`config.mk`:
```
export PLATFORM = sky130hd
export DESIGN_NAME = descending_permutation_generator_unit
export DESIGN_NICKNAME = d
export VERILOG_FILES = /design/src/dpg_pkg.sv /design/src/dpg_step.sv /design/src/dpg_dec_stage.sv /design/src/descending_permutation_generator_unit.sv
export VERILOG_INCLUDE_DIRS = /design/src /design/src/src
export SDC_FILE = /design/constraint.sdc
export NUM_CORES = 1
export LEC_CHECK = 0
export ABC_AREA = 1
export BUFFER_PORTS_ARGS = -buffer_cell sky130_fd_sc_hd__buf_2
export CAP_MARGIN = 0
export CORE_ASPECT_RATIO = 1.5
export CORE_MARGIN = 5
export CORE_UTILIZATION = 27
export DETAILED_ROUTE_END_ITERATION = 8
export PLACE_DENSITY = 0.45
export SLEW_MARGIN = 10
export SYNTH_ARGS = -nofsm -noshare
export SYNTH_HDL_FRONTEND = slang
export SYNTH_SLANG_ARGS = --single-unit
```
`constraint.sdc`:
```
create_clock -name i_clk -period 8.7 [get_ports i_clk]
set_clock_uncertainty 0.15 [all_clocks]
set_input_delay 1.305 -clock i_clk [delete_from_list [all_inputs] [get_ports i_clk]]
set_output_delay 1.305 -clock i_clk [all_outputs]
set_load 0.01 [all_outputs]
```
`src/descending_permutation_generator_unit_macros.svh`:
```
// Assertion macros used by the permutation generator top level.
`ifndef DESCENDING_PERMUTATION_GENERATOR_UNIT_MACROS_SVH
`define DESCENDING_PERMUTATION_GENERATOR_UNIT_MACROS_SVH

// Same-cycle implication, checked only outside reset.
`define DPG_ASSERT_NOW(lbl, clk, rst_n, ante, cons, msg) \
    lbl: assert property (@(posedge clk) disable iff (!(rst_n)) (ante) |-> (cons)) \
        else $error(msg);

// Next-cycle implication, checked only outside reset.
`define DPG_ASSERT_NEXT(lbl, clk, rst_n, ante, cons, msg) \
    lbl: assert property (@(posedge clk) disable iff (!(rst_n)) (ante) |=> (cons)) \
        else $error(msg);

`endif

```
`src/dpg_pkg.sv`:
```
// Shared constants, types and functions of the permutation generator.
`timescale 1ns / 1ps

package dpg_pkg;

    localparam int DIGIT_W        = 4;
    localparam int CFG_W          = 4;
    localparam int VALUE_W        = 30;
    localparam int RADIX          = 10;
    localparam int MAX_DIGITS_DEF = 9;
    localparam logic [CFG_W-1:0] DIGIT_COUNT_RESET = 4'd3;

    // Status of one step, handed from the step logic to the control.
    typedef struct packed {
        logic emit;
        logic is_last;
        logic active_next;
    } t_step_res;

    // Weight of a decimal position; called with constant arguments only.
    function automatic logic [VALUE_W-1:0] pow10(input int p);
        logic [VALUE_W-1:0] w;
        w = VALUE_W'(1);
        for (int k = 0; k < p; k++) begin
            w = VALUE_W'(w * RADIX);
        end
        return w;
    endfunction

endpackage

```
`src/dpg_step.sv`:
```
// Previous-permutation step: restart load, pivot search, swap and suffix reversal.
`timescale 1ns / 1ps

module dpg_step #(
    parameter int MAX_DIGITS = dpg_pkg::MAX_DIGITS_DEF
) (
    input  logic                                        i_restart,
    input  logic                                        i_active,
    input  logic [dpg_pkg::CFG_W-1:0]                   i_digit_count,
    input  logic [MAX_DIGITS-1:0][dpg_pkg::DIGIT_W-1:0] i_digits,
    output logic [MAX_DIGITS-1:0][dpg_pkg::DIGIT_W-1:0] o_digits,
    output logic [MAX_DIGITS-1:0][dpg_pkg::DIGIT_W-1:0] o_aligned,
    output dpg_pkg::t_step_res                          o_res
);

    localparam int DW    = dpg_pkg::DIGIT_W;
    localparam int CNT_W = $clog2(MAX_DIGITS + 1);

    logic [CNT_W-1:0]              n;
    logic                          found;
    logic [CNT_W-1:0]              piv;
    logic [CNT_W-1:0]              sw;
    logic [DW-1:0]                 piv_val;
    logic [DW-1:0]                 sw_val;
    logic [MAX_DIGITS-1:0][DW-1:0] swp;
    logic [MAX_DIGITS-1:0][DW-1:0] nxt;
    logic [MAX_DIGITS-1:0][DW-1:0] sel;
    logic                          last;
    logic                          emit;

    // Effective digit count, clamped into 1..MAX_DIGITS.
    always_comb begin
        if (i_digit_count == '0) begin
            n = CNT_W'(1);
        end else if (int'(i_digit_count) > MAX_DIGITS) begin
            n = CNT_W'(MAX_DIGITS);
        end else begin
            n = CNT_W'(i_digit_count);
        end
    end

    always_comb begin
        // The rightmost descent sets the pivot, one left of it.
        found = 1'b0;
        piv   = '0;
        for (int i = 1; i < MAX_DIGITS; i++) begin
            if (i < int'(n) && i_digits[i-1] > i_digits[i]) begin
                found = 1'b1;
                piv   = CNT_W'(i - 1);
            end
        end

        piv_val = '0;
        for (int k = 0; k < MAX_DIGITS; k++) begin
            if (k == int'(piv)) begin
                piv_val = i_digits[k];
            end
        end

        // Rightmost digit right of the pivot that is smaller than it.
        sw = piv;
        for (int j = 0; j < MAX_DIGITS; j++) begin
            if (j < int'(n) && j > int'(piv) && i_digits[j] < piv_val) begin
                sw = CNT_W'(j);
            end
        end

        sw_val = '0;
        for (int k = 0; k < MAX_DIGITS; k++) begin
            if (k == int'(sw)) begin
                sw_val = i_digits[k];
            end
        end

        for (int k = 0; k < MAX_DIGITS; k++) begin
            if (k == int'(piv)) begin
                swp[k] = sw_val;
            end else if (k == int'(sw)) begin
                swp[k] = piv_val;
            end else begin
                swp[k] = i_digits[k];
            end
        end

        // The suffix after the pivot is reversed.
        for (int k = 0; k < MAX_DIGITS; k++) begin
            nxt[k] = swp[k];
            if (k > int'(piv) && k < int'(n)) begin
                for (int s = 0; s < MAX_DIGITS; s++) begin
                    if (s == int'(n) + int'(piv) - k) begin
                        nxt[k] = swp[s];
                    end
                end
            end
        end

        // A restart loads n..1 into the used positions.
        for (int k = 0; k < MAX_DIGITS; k++) begin
            if (i_restart && k < int'(n)) begin
                sel[k] = DW'(int'(n) - k);
            end else if (i_restart) begin
                sel[k] = i_digits[k];
            end else begin
                sel[k] = nxt[k];
            end
        end

        last = 1'b1;
        for (int k = 0; k < MAX_DIGITS; k++) begin
            if (k < int'(n) && sel[k] != DW'(k + 1)) begin
                last = 1'b0;
            end
        end

        // Units digit in position 0, unused upper positions zero.
        for (int p = 0; p < MAX_DIGITS; p++) begin
            o_aligned[p] = '0;
            for (int s = 0; s < MAX_DIGITS; s++) begin
                if (p < int'(n) && s == int'(n) - 1 - p) begin
                    o_aligned[p] = sel[s];
                end
            end
        end

        emit              = i_restart || (i_active && found);
        o_digits          = sel;
        o_res.emit        = emit;
        o_res.is_last     = last;
        o_res.active_next = emit && !last;
    end

endmodule

```
`src/dpg_dec_stage.sv`:
```
// Output stage: decimal weighting of the digits into the result register.
`timescale 1ns / 1ps

module dpg_dec_stage #(
    parameter int MAX_DIGITS = dpg_pkg::MAX_DIGITS_DEF
) (
    input  logic                                        i_clk,
    input  logic                                        i_rst_n,
    input  logic                                        i_in_valid,
    output logic                                        o_in_ready,
    input  logic [MAX_DIGITS-1:0][dpg_pkg::DIGIT_W-1:0] i_aligned,
    input  logic                                        i_is_last,
    output logic                                        o_valid,
    input  logic                                        i_stall,
    output logic [dpg_pkg::VALUE_W-1:0]                 o_perm_value,
    output logic                                        o_is_last
);

    localparam int VW = dpg_pkg::VALUE_W;

    logic          r_valid;
    logic [VW-1:0] r_value;
    logic          r_last;
    logic [VW-1:0] n_value;

    always_comb begin
        n_value = '0;
        for (int p = 0; p < MAX_DIGITS; p++) begin
            n_value = VW'(n_value + VW'(i_aligned[p]) * dpg_pkg::pow10(p));
        end
    end

    assign o_in_ready = !r_valid || !i_stall;

    always_ff @(posedge i_clk) begin
        if (!i_rst_n) begin
            r_valid <= 1'b0;
        end else if (o_in_ready) begin
            r_valid <= i_in_valid;
        end
    end

    always_ff @(posedge i_clk) begin
        if (o_in_ready && i_in_valid) begin
            r_value <= n_value;
            r_last  <= i_is_last;
        end
    end

    assign o_valid      = r_valid;
    assign o_perm_value = r_value;
    assign o_is_last    = r_last;

endmodule

```
`src/descending_permutation_generator_unit.sv`:
```
// Top level of the descending permutation generator.
//
//  channel   direction  handshake            word
//  --------  ---------  -------------------  ----------------------------
//  request   in         i_valid / o_stall    i_restart
//  result    out        o_valid / i_stall    o_perm_value, o_is_last
//  config    in         i_cfg_valid / ready  i_cfg_data (digit count)
//
//  One request word is taken per cycle while o_stall is low; its result word
//  passes the input register, the step register and the output register.
//  The step from one permutation to the next is one pass of combinational
//  logic over the digit store, so consecutive requests run back to back.
//  Reset clears the pipeline valids and the running flag and sets the digit
//  count to 3; the digit store is not cleared, a restart fills it.
//  A stall on the result side holds the output register, then the step
//  register, then the input register, and only then stalls requests.
`timescale 1ns / 1ps

`include "descending_permutation_generator_unit_macros.svh"

module descending_permutation_generator_unit #(
    parameter int MAX_DIGITS = dpg_pkg::MAX_DIGITS_DEF
) (
    input  logic                          i_clk,
    input  logic                          i_rst_n,
    // request channel
    input  logic                          i_valid,
    output logic                          o_stall,
    input  logic                          i_restart,
    // result channel
    output logic                          o_valid,
    input  logic                          i_stall,
    output logic [dpg_pkg::VALUE_W-1:0]   o_perm_value,
    output logic                          o_is_last,
    // configuration channel
    input  logic                          i_cfg_valid,
    output logic                          o_cfg_ready,
    input  logic [dpg_pkg::CFG_W-1:0]     i_cfg_data
);

    localparam int DW = dpg_pkg::DIGIT_W;

    // Configuration and sequence state.
    logic [dpg_pkg::CFG_W-1:0]     r_digit_count;
    logic                          r_active;
    logic [MAX_DIGITS-1:0][DW-1:0] r_digit_store;

    // Input register.
    logic                          r_in_valid;
    logic                          r_in_restart;

    // Step register, holding the digits aligned for decimal weighting.
    logic                          r_mid_valid;
    logic [MAX_DIGITS-1:0][DW-1:0] r_mid_aligned;
    logic                          r_mid_last;

    logic [MAX_DIGITS-1:0][DW-1:0] step_digits;
    logic [MAX_DIGITS-1:0][DW-1:0] step_aligned;
    dpg_pkg::t_step_res            step_res;

    logic                          dec_ready;
    logic                          mid_ready;
    logic                          in_go;
    logic                          in_ready;
    logic                          cfg_wr;

    assign cfg_wr      = i_cfg_valid && o_cfg_ready;
    assign o_cfg_ready = 1'b1;

    // A stage may move when it is empty or the stage after it moves.
    assign mid_ready = !r_mid_valid || dec_ready;
    assign in_go     = r_in_valid && mid_ready;
    assign in_ready  = !r_in_valid || in_go;
    assign o_stall   = !in_ready;

    always_ff @(posedge i_clk) begin
        if (!i_rst_n) begin
            r_digit_count <= dpg_pkg::DIGIT_COUNT_RESET;
        end else if (cfg_wr) begin
            r_digit_count <= i_cfg_data;
        end
    end

    // A register write ends any running sequence.
    always_ff @(posedge i_clk) begin
        if (!i_rst_n) begin
            r_active <= 1'b0;
        end else if (cfg_wr) begin
            r_active <= 1'b0;
        end else if (in_go) begin
            r_active <= step_res.active_next;
        end
    end

    always_ff @(posedge i_clk) begin
        if (in_go && step_res.emit) begin
            r_digit_store <= step_digits;
        end
    end

    always_ff @(posedge i_clk) begin
        if (!i_rst_n) begin
            r_in_valid <= 1'b0;
        end else if (in_ready) begin
            r_in_valid <= i_valid;
        end
    end

    always_ff @(posedge i_clk) begin
        if (in_ready && i_valid) begin
            r_in_restart <= i_restart;
        end
    end

    // A request that yields no result leaves the step register empty.
    always_ff @(posedge i_clk) begin
        if (!i_rst_n) begin
            r_mid_valid <= 1'b0;
        end else if (mid_ready) begin
            r_mid_valid <= in_go && step_res.emit;
        end
    end

    always_ff @(posedge i_clk) begin
        if (in_go && step_res.emit) begin
            r_mid_aligned <= step_aligned;
            r_mid_last    <= step_res.is_last;
        end
    end

    dpg_step #(
        .MAX_DIGITS (MAX_DIGITS)
    ) u_step (
        .i_restart     (r_in_restart),
        .i_active      (r_active),
        .i_digit_count (r_digit_count),
        .i_digits      (r_digit_store),
        .o_digits      (step_digits),
        .o_aligned     (step_aligned),
        .o_res         (step_res)
    );

    dpg_dec_stage #(
        .MAX_DIGITS (MAX_DIGITS)
    ) u_dec (
        .i_clk        (i_clk),
        .i_rst_n      (i_rst_n),
        .i_in_valid   (r_mid_valid),
        .o_in_ready   (dec_ready),
        .i_aligned    (r_mid_aligned),
        .i_is_last    (r_mid_last),
        .o_valid      (o_valid),
        .i_stall      (i_stall),
        .o_perm_value (o_perm_value),
        .o_is_last    (o_is_last)
    );

    // A restart always yields a result.
    `DPG_ASSERT_NOW(a_restart_emits, i_clk, i_rst_n, in_go && r_in_restart, step_res.emit, "restart gave no result")
    // Without a running sequence only a restart yields a result.
    `DPG_ASSERT_NOW(a_idle_silent, i_clk, i_rst_n, in_go && !r_in_restart && !r_active, !step_res.emit, "result without running sequence")
    // The smallest permutation ends the sequence.
    `DPG_ASSERT_NEXT(a_last_ends, i_clk, i_rst_n, in_go && step_res.emit && step_res.is_last, !r_active, "sequence still running after last")
    // A register write ends the sequence.
    `DPG_ASSERT_NEXT(a_cfg_ends, i_clk, i_rst_n, cfg_wr, !r_active, "sequence still running after config write")

endmodule

```
==> metrics.yaml, run 1 <==
status: "complete, no violations"
whs_ns: 0.277
gp_congestion: 1.04
worstSetupStartpointType: "register"
layoutNonFillerInstCount: 5182
synth_largest_area_cell: "ha_1"
grt_usage: 0.248
powerDensity_nw_per_um2: 297
cp-end-kind: "register"
yosysWarnings: 0
synth_cells: 3634
drive_gt1_frac: 0.146
antenna_cells: 0
synthFlopType: "edfxtp_1"
io_buffers: 42
required_ns: 8.95
core_area_um2: 86400
r2r_cells: 52
relSlewSlack: 0.277
hp-start: "r_mid_last$_DFFE_PP_"
clock_latency_ns: 0.51
synth.yosys.seq_area_share: 0.141
yosysUniqueCellTypes: 66
synth_top_area_share: 0.168
initial_core_util: 0.272
p_leak_nw: 14.2
setup_viol: 0
r2r-start: "r_digit_store[24]$_DFFE_PP_"
worstSetupPathType: "register to register"
clockBufferDepth: 2
min_path_type: "register to register"
crit_slowest_cell: "edfxtp_1"
clk_pin_slew_ns: 0.07
synth_seq_cells: 113
die_x_um: 251
path_max_fanout: 8
ys_async_sr_fraction: 0
drc: 0
critPathMostFrequentCell: "nand2_1"
hold_end: "u_dec.o_is_last$_DFFE_PP_"
grt_pass1_wl_um: 170000
wl_per_cell_um: 22.8
drv_slew: 0
hold_path_depth: 0
fmax_mhz: 121
wl_um: 118000
vias_per_cell: 4.99
num_rows: 132
tightestPinTransition_ns: 1.08
netlist_area_um2: 23500
drt_iter0_markers: 1569
clockRootBuffer: "clkbuf_16"
timing.final.ws_setup_ns: 0.405
rr_endpoint: "r_active$_SDFFE_PP0P_"
antenna_found_initial: 2
rrSetupSlack_ns: 0.41
finalCriticalPeriod_ns: 8.29
register_area_um2: 3310
vdd_drop_max_uv: 330
cts.htree.levels: 4
syn_to_final_growth_pct: 21.3
syn_avg_cell_area_um2: 6.47
arrival_ns: 8.54
nNetsFinal: 4449
multiInputGateArea_um2: 17600
grt_max_degree: 53
die_y_um: 371
ant_nets: 0
hold_viol: 0
path_delay_family: "simple AND/OR/NAND/NOR gates"
cts_buffers: 17
synth_edf_count: 105
cap_violations: 0
clock_sinks: 113
die-area_um2: 93200
grt_pass1_vias: 26500
synth.area.top_cells: "ha_1, nand2_1, edfxtp_1"
dr.pass1.iters: 5
crit_start: "r_digit_store[24]$_DFFE_PP_"
setup_tns_ns: 0
detailedPlacementHpwl_um: 101000
fillers: 9631
grt.overflow.total: 0
post-place-ws_ns: 0.177
ioPinCount: 44
slowest_delay_ns: 0.68
path_buf_inv: 13
cts_tree: "yes"
via_count: 25900
dpl.cell_count: 5142
post-route-period-util: 0.953
[cell type report]
type                       count  share of cell area
sequential                   113               0.116
tap                         1139              0.0500
inverter                     705              0.0931
timing repair buffer         391               0.103
clock buffer                  17              0.0149
clock inverter                15             0.00720
multi-input combinational   2802               0.616
[per-layer routing]
layer | vias up | track usage | share of wire
met1 | 12000 | 0.224 | 0.33
met5 | - | 0 | 0.00016
met2 | 852 | 0.481 | 0.53
met4 | 2 | 0.217 | 0.11
li1 | 12600 | - | -
met3 | 453 | 0.0271 | 0.032
[flip-flops by register name, summed over array words and instances (netlist names)]
signal / count
r_digit_store: 36
r_digit_count: 4
r_in_valid: 1
r_mid_aligned: 36
r_mid_last: 1
u_dec.o_valid: 1
r_mid_valid: 1
u_dec.o_perm_value: 30
r_active: 1
r_in_restart: 1
u_dec.o_is_last: 1
[what timing repair did]
| item | 4_1_cts | 5_1_grt |
|---|---|---|
| resized for setup | 0 | 28 |
| setup buffers | 0 | 7 |
| hold endpoints to repair | 0 | 0 |
| setup endpoints to repair | 0 | 40 |
| hold buffers | 0 | 0 |
[placed cells by master (no fill, tap or decap), drive strengths merged, types with 2 or more instances in the layout]
master	netlist	routed
nand2	939	939
inv	693	697
buf	14	391
a21oi	316	316
ha	315	315
nor2	269	269
o21ai	260	260
nand3	240	240
edfxtp	105	105
fa	94	94
nor3	77	77
xor2	59	59
xnor2	37	37
nand4	36	37
o211ai	26	26
conb	1	23
clkinv	12	18
clkbuf	23	17
o21bai	16	16
nor4	12	12
or2	12	12
a221oi	11	11
a31oi	9	9
o31ai	8	8
dfxtp	8	8
a21o	7	7
and2	5	5
o22ai	5	5
a211oi	4	4
a22oi	4	4
bufinv	0	4
nor3b	4	4
a21boi	4	4
o2111ai	2	2
nand3b	2	2
[report_power, final]
group / switching (W) / internal, W / total, W
Clock: 0.000313 / 0.000480 / 0.000793
Sequential: 0.0000454 / 0.000823 / 0.000868
Combinational: 0.00434 / 0.00247 / 0.00681
Total: 0.00469 / 0.00377 / 0.00847
[how the worst max path moves through the flow]
stage	to	slack, ns	cells after the start
after floorplan	u_dec.o_perm_value[28]$_DFFE_PP_	1.07	36
after global placement	u_dec.o_perm_value[28]$_DFFE_PP_	0.16	36
after detailed placement	u_dec.o_perm_value[28]$_DFFE_PP_	0.18	36
after CTS	u_dec.o_perm_value[28]$_DFFE_PP_	0.18	36
after global routing	u_dec.o_perm_value[28]$_DFFE_PP_	-0.01	36
final	r_active$_SDFFE_PP0P_	0.41	52
[per-stage QoR]
step,cell area (um^2),util,total power (W)
floorplan,23600,-,0.00478
global placement,27700,0.321,0.00753
detailed placement,27700,0.321,0.00750
CTS,28400,0.328,0.00836
global route,28500,0.330,0.00917
finish,28500,0.330,0.00847
[cell usage after synthesis (4+ instances only)]
master,n
buf_4,6
o21ai_1,47
dfxtp_1,8
edfxtp_1,105
buf_6,4
a221oi_1,9
nand2_1,888
a22oi_1,4
nand2_4,4
clkinv_1,12
nor3_1,72
inv_1,651
nor2_2,8
inv_2,39
nor2_1,253
a211oi_1,4
nand3_2,8
nor4_1,12
o21bai_1,15
o21ai_0,211
clkbuf_1,23
or2_2,7
ha_1,315
buf_2,4
a21oi_1,312
nand4_1,32
nand2_2,46
o31ai_1,8
a31oi_1,9
o211ai_1,26
nor3b_1,4
o22ai_1,5
nand3_1,230
and2_1,5
fa_1,94
a21o_1,7
nor2_4,6
xor2_1,59
xnor2_1,37
[logic make-up after synthesis]
group                    synth area share
adder cells (fa/ha/maj)             0.248
other                            0.000159
buffers and inverters               0.121
flip-flops                          0.141
AO/OA/AOI/OAI                       0.156
XOR/XNOR                           0.0358
AND/OR/NAND/NOR                     0.298
Note: power is estimated with default switching activity, not from simulation.
==> run 2: changes to the inputs <==
--- a/config.mk
+++ b/config.mk
@@ -14,6 +14,7 @@
 export CORE_UTILIZATION = 27
 export DETAILED_ROUTE_END_ITERATION = 8
 export PLACE_DENSITY = 0.45
+export RECOVER_POWER = 100
 export SLEW_MARGIN = 10
 export SYNTH_ARGS = -nofsm -noshare
 export SYNTH_HDL_FRONTEND = slang
==> run 2 against run 1 <==
The flow now finishes with violations (capacitance limit, slew limit); clock power about the same; largest cell class unchanged; non-clock buffer count did not move; die area stayed put; critical path depth fell by 3; fmax fell by 0.70%; flip-flop and latch count did not move; routed wire length is essentially flat; power barely moved.
==> metrics.yaml, run 2 (synthesized netlist as in run 1, its figures left out) <==
wl_um: 118000  # about the same
via_count: 25800  # was 25900
dr.pass1.iters: 5  # unchanged
clockRootBuffer: "clkbuf_16"  # unchanged
path_delay_family: "simple AND/OR/NAND/NOR gates"  # unchanged
drv_slew: 109  # was 0
arrival_ns: 8.59  # was 8.54 ns
grt_pass1_vias: 26500  # unchanged
power_switching_w: 0.00471  # was 0.00469 W
tightestPinTransition_ns: 2.81  # was 1.08 ns
cts_tree: "yes"  # unchanged
die_y_um: 371  # unchanged
die_x_um: 251  # unchanged
met2_usage: 0.481  # unchanged
final_core_utilization: 0.329  # was 0.330
hold_viol: 0  # unchanged
fmax_mhz: 120  # was 121 MHz
grt_pass1_wl_um: 170000  # unchanged
p_seq_frac: 0.103  # about the same
gp_congestion: 1.04  # unchanged
final_common_cell: "nand2_1"  # unchanged
drc: 0  # unchanged
grt_max_degree: 53  # unchanged
grt_usage: 0.248  # unchanged
powerDensity_nw_per_um2: 298  # was 297 nW/um^2
rrSetupSlack_ns: 0.35  # was 0.41 ns
use_met3: 0.0271  # unchanged
grtUsageMet1: 0.224  # unchanged
clockBufferDepth: 2  # unchanged
num_rows: 132  # unchanged
clk_pin_slew_ns: 0.07  # about the same
register_area_um2: 3310  # unchanged
busiest_layer: "met2"  # unchanged
path_buf_inv: 12  # was 13
setup_viol: 0  # unchanged
antenna_found_initial: 2  # unchanged
pwr-share-comb: 0.803  # was 0.804
hold_buffers: 0  # unchanged
clockPowerShare: 0.094  # about the same
critPathMostFrequentCell: "nand2_1"  # unchanged
dpl.cell_count: 5142  # unchanged
ioPinCount: 44  # unchanged
detailedPlacementHpwl_um: 101000  # unchanged
p_leak_nw: 14.1  # was 14.2 nW
core_area_um2: 86400  # unchanged
finalCriticalPeriod_ns: 8.35  # was 8.29 ns
syn_to_final_growth_pct: 21.0  # was 21.3%
antenna_cells: 0  # unchanged
required_ns: 8.94  # was 8.95 ns
die-area_um2: 93200  # unchanged
status: "finished with violations"  # was complete, no violations
multiInputGateArea_um2: 17600  # about the same
io_buffers: 42  # unchanged
fillers: 9662  # was 9631
cap_violations: 3  # was 0
worstSetupStartpointType: "register"  # unchanged
crit_slowest_cell: "edfxtp_1"  # unchanged
swShare: 0.556  # was 0.554
worstSetupPathType: "register to register"  # unchanged
cts.htree.levels: 4  # unchanged
violations: "capacitance limit, slew limit"
grt.overflow.total: 0  # unchanged
vdd_drop_max_uv: 327  # was 330 uV
wl_per_cell_um: 22.8  # about the same
setup_tns_ns: 0  # unchanged
post-route-period-util: 0.960  # was 0.953
clock_sinks: 113  # unchanged
relSlewSlack: -0.871  # was 0.277
cts_buffers: 17  # unchanged
path_max_fanout: 8  # unchanged
whs_ns: 0.276  # was 0.277 ns
initial_core_util: 0.272  # unchanged
final_cell_mix: "nand2_1, inv_1, buf_4"  # unchanged
min_path_type: "register to register"  # unchanged
clock_latency_ns: 0.51  # about the same
layoutNonFillerInstCount: 5182  # unchanged
vias_per_cell: 4.97  # was 4.99
drive_gt1_frac: 0.136  # was 0.146
ant_nets: 0  # unchanged
slowest_delay_ns: 0.68  # about the same
nNetsFinal: 4449  # unchanged
p_int_w: 0.00376  # was 0.00377 W
cp-end-kind: "register"  # unchanged
drt_iter0_markers: 1579  # was 1569
## run 2: cell types whose count changed in the layout (fill, tap and decap cells not counted), sizes merged
cell / before / now
buf: 391 / 351
clkbuf: 17 / 57
## run 2: path summary, 6_finish.rpt
kind	start	to	cells past startpoint
max reg2reg	r_digit_store[24]$_DFFE_PP_	r_active$_SDFFE_PP0P_	49
max	r_digit_store[24]$_DFFE_PP_	r_active$_SDFFE_PP0P_	49
min reg2reg	r_mid_aligned[0]$_DFFE_PP_	u_dec.o_perm_value[0]$_DFFE_PP_	0
min	r_mid_aligned[0]$_DFFE_PP_	u_dec.o_perm_value[0]$_DFFE_PP_	0
## run 2: power by group through the flow
| stage | logic [W] | registers, W | clock network (W) |
|---|---|---|---|
| after floorplan | 0.00390 | 0.000882 | 0 |
| after global placement | 0.00665 | 0.000879 | 0 |
| after detailed placement | 0.00663 | 0.000878 | 0 |
| after CTS | 0.00668 | 0.000868 | 0.000818 |
| after global routing | 0.00745 | 0.000873 | 0.000835 |
| final | 0.00681 | 0.000870 | 0.000796 |
## run 2: per-layer routing
metal / wire, um / vias to the layer above / share of wire
met5: 19 / - / 0.00016
met4: 12600 / 2 / 0.11
met3: 3430 / 432 / 0.029
met2: 62700 / 786 / 0.53
met1: 39200 / 11900 / 0.33
li1: - / 12600 / -
## run 2: worst reg2reg max path, delay by kind of cell, from the launching register on
family / cells / cell delay, ns
simple gates: 26 / 3.28
flops: 1 / 0.68
fa+ha+maj: 2 / 0.58
compound gates: 9 / 1.82
buf+inv: 12 / 1.74
## run 2: layout make-up
cell class / instances / area share
clock buffer: 17 / 0.0150
clock inverter: 15 / 0.00721
inverter: 705 / 0.0933
multi-input combinational: 2802 / 0.617
sequential: 113 / 0.116
tap: 1139 / 0.0501
timing repair buffer: 391 / 0.101
## run 2: per-stage QoR
| stage | setup WS (ns) | total power, W | area (um^2) |
|---|---|---|---|
| floorplan | 1.07 | 0.00478 | 23600 |
| global placement | 0.159 | 0.00753 | 27700 |
| detailed placement | 0.177 | 0.00750 | 27700 |
| CTS | 0.179 | 0.00836 | 28400 |
| global route | -0.0143 | 0.00916 | 28400 |
| finish | 0.347 | 0.00847 | 28400 |
## run 2: what timing repair did
action	CTS	global route
hold endpoints to repair	0	0
gates resized for setup	0	28
buffers inserted	0	7
setup endpoints to repair	0	40
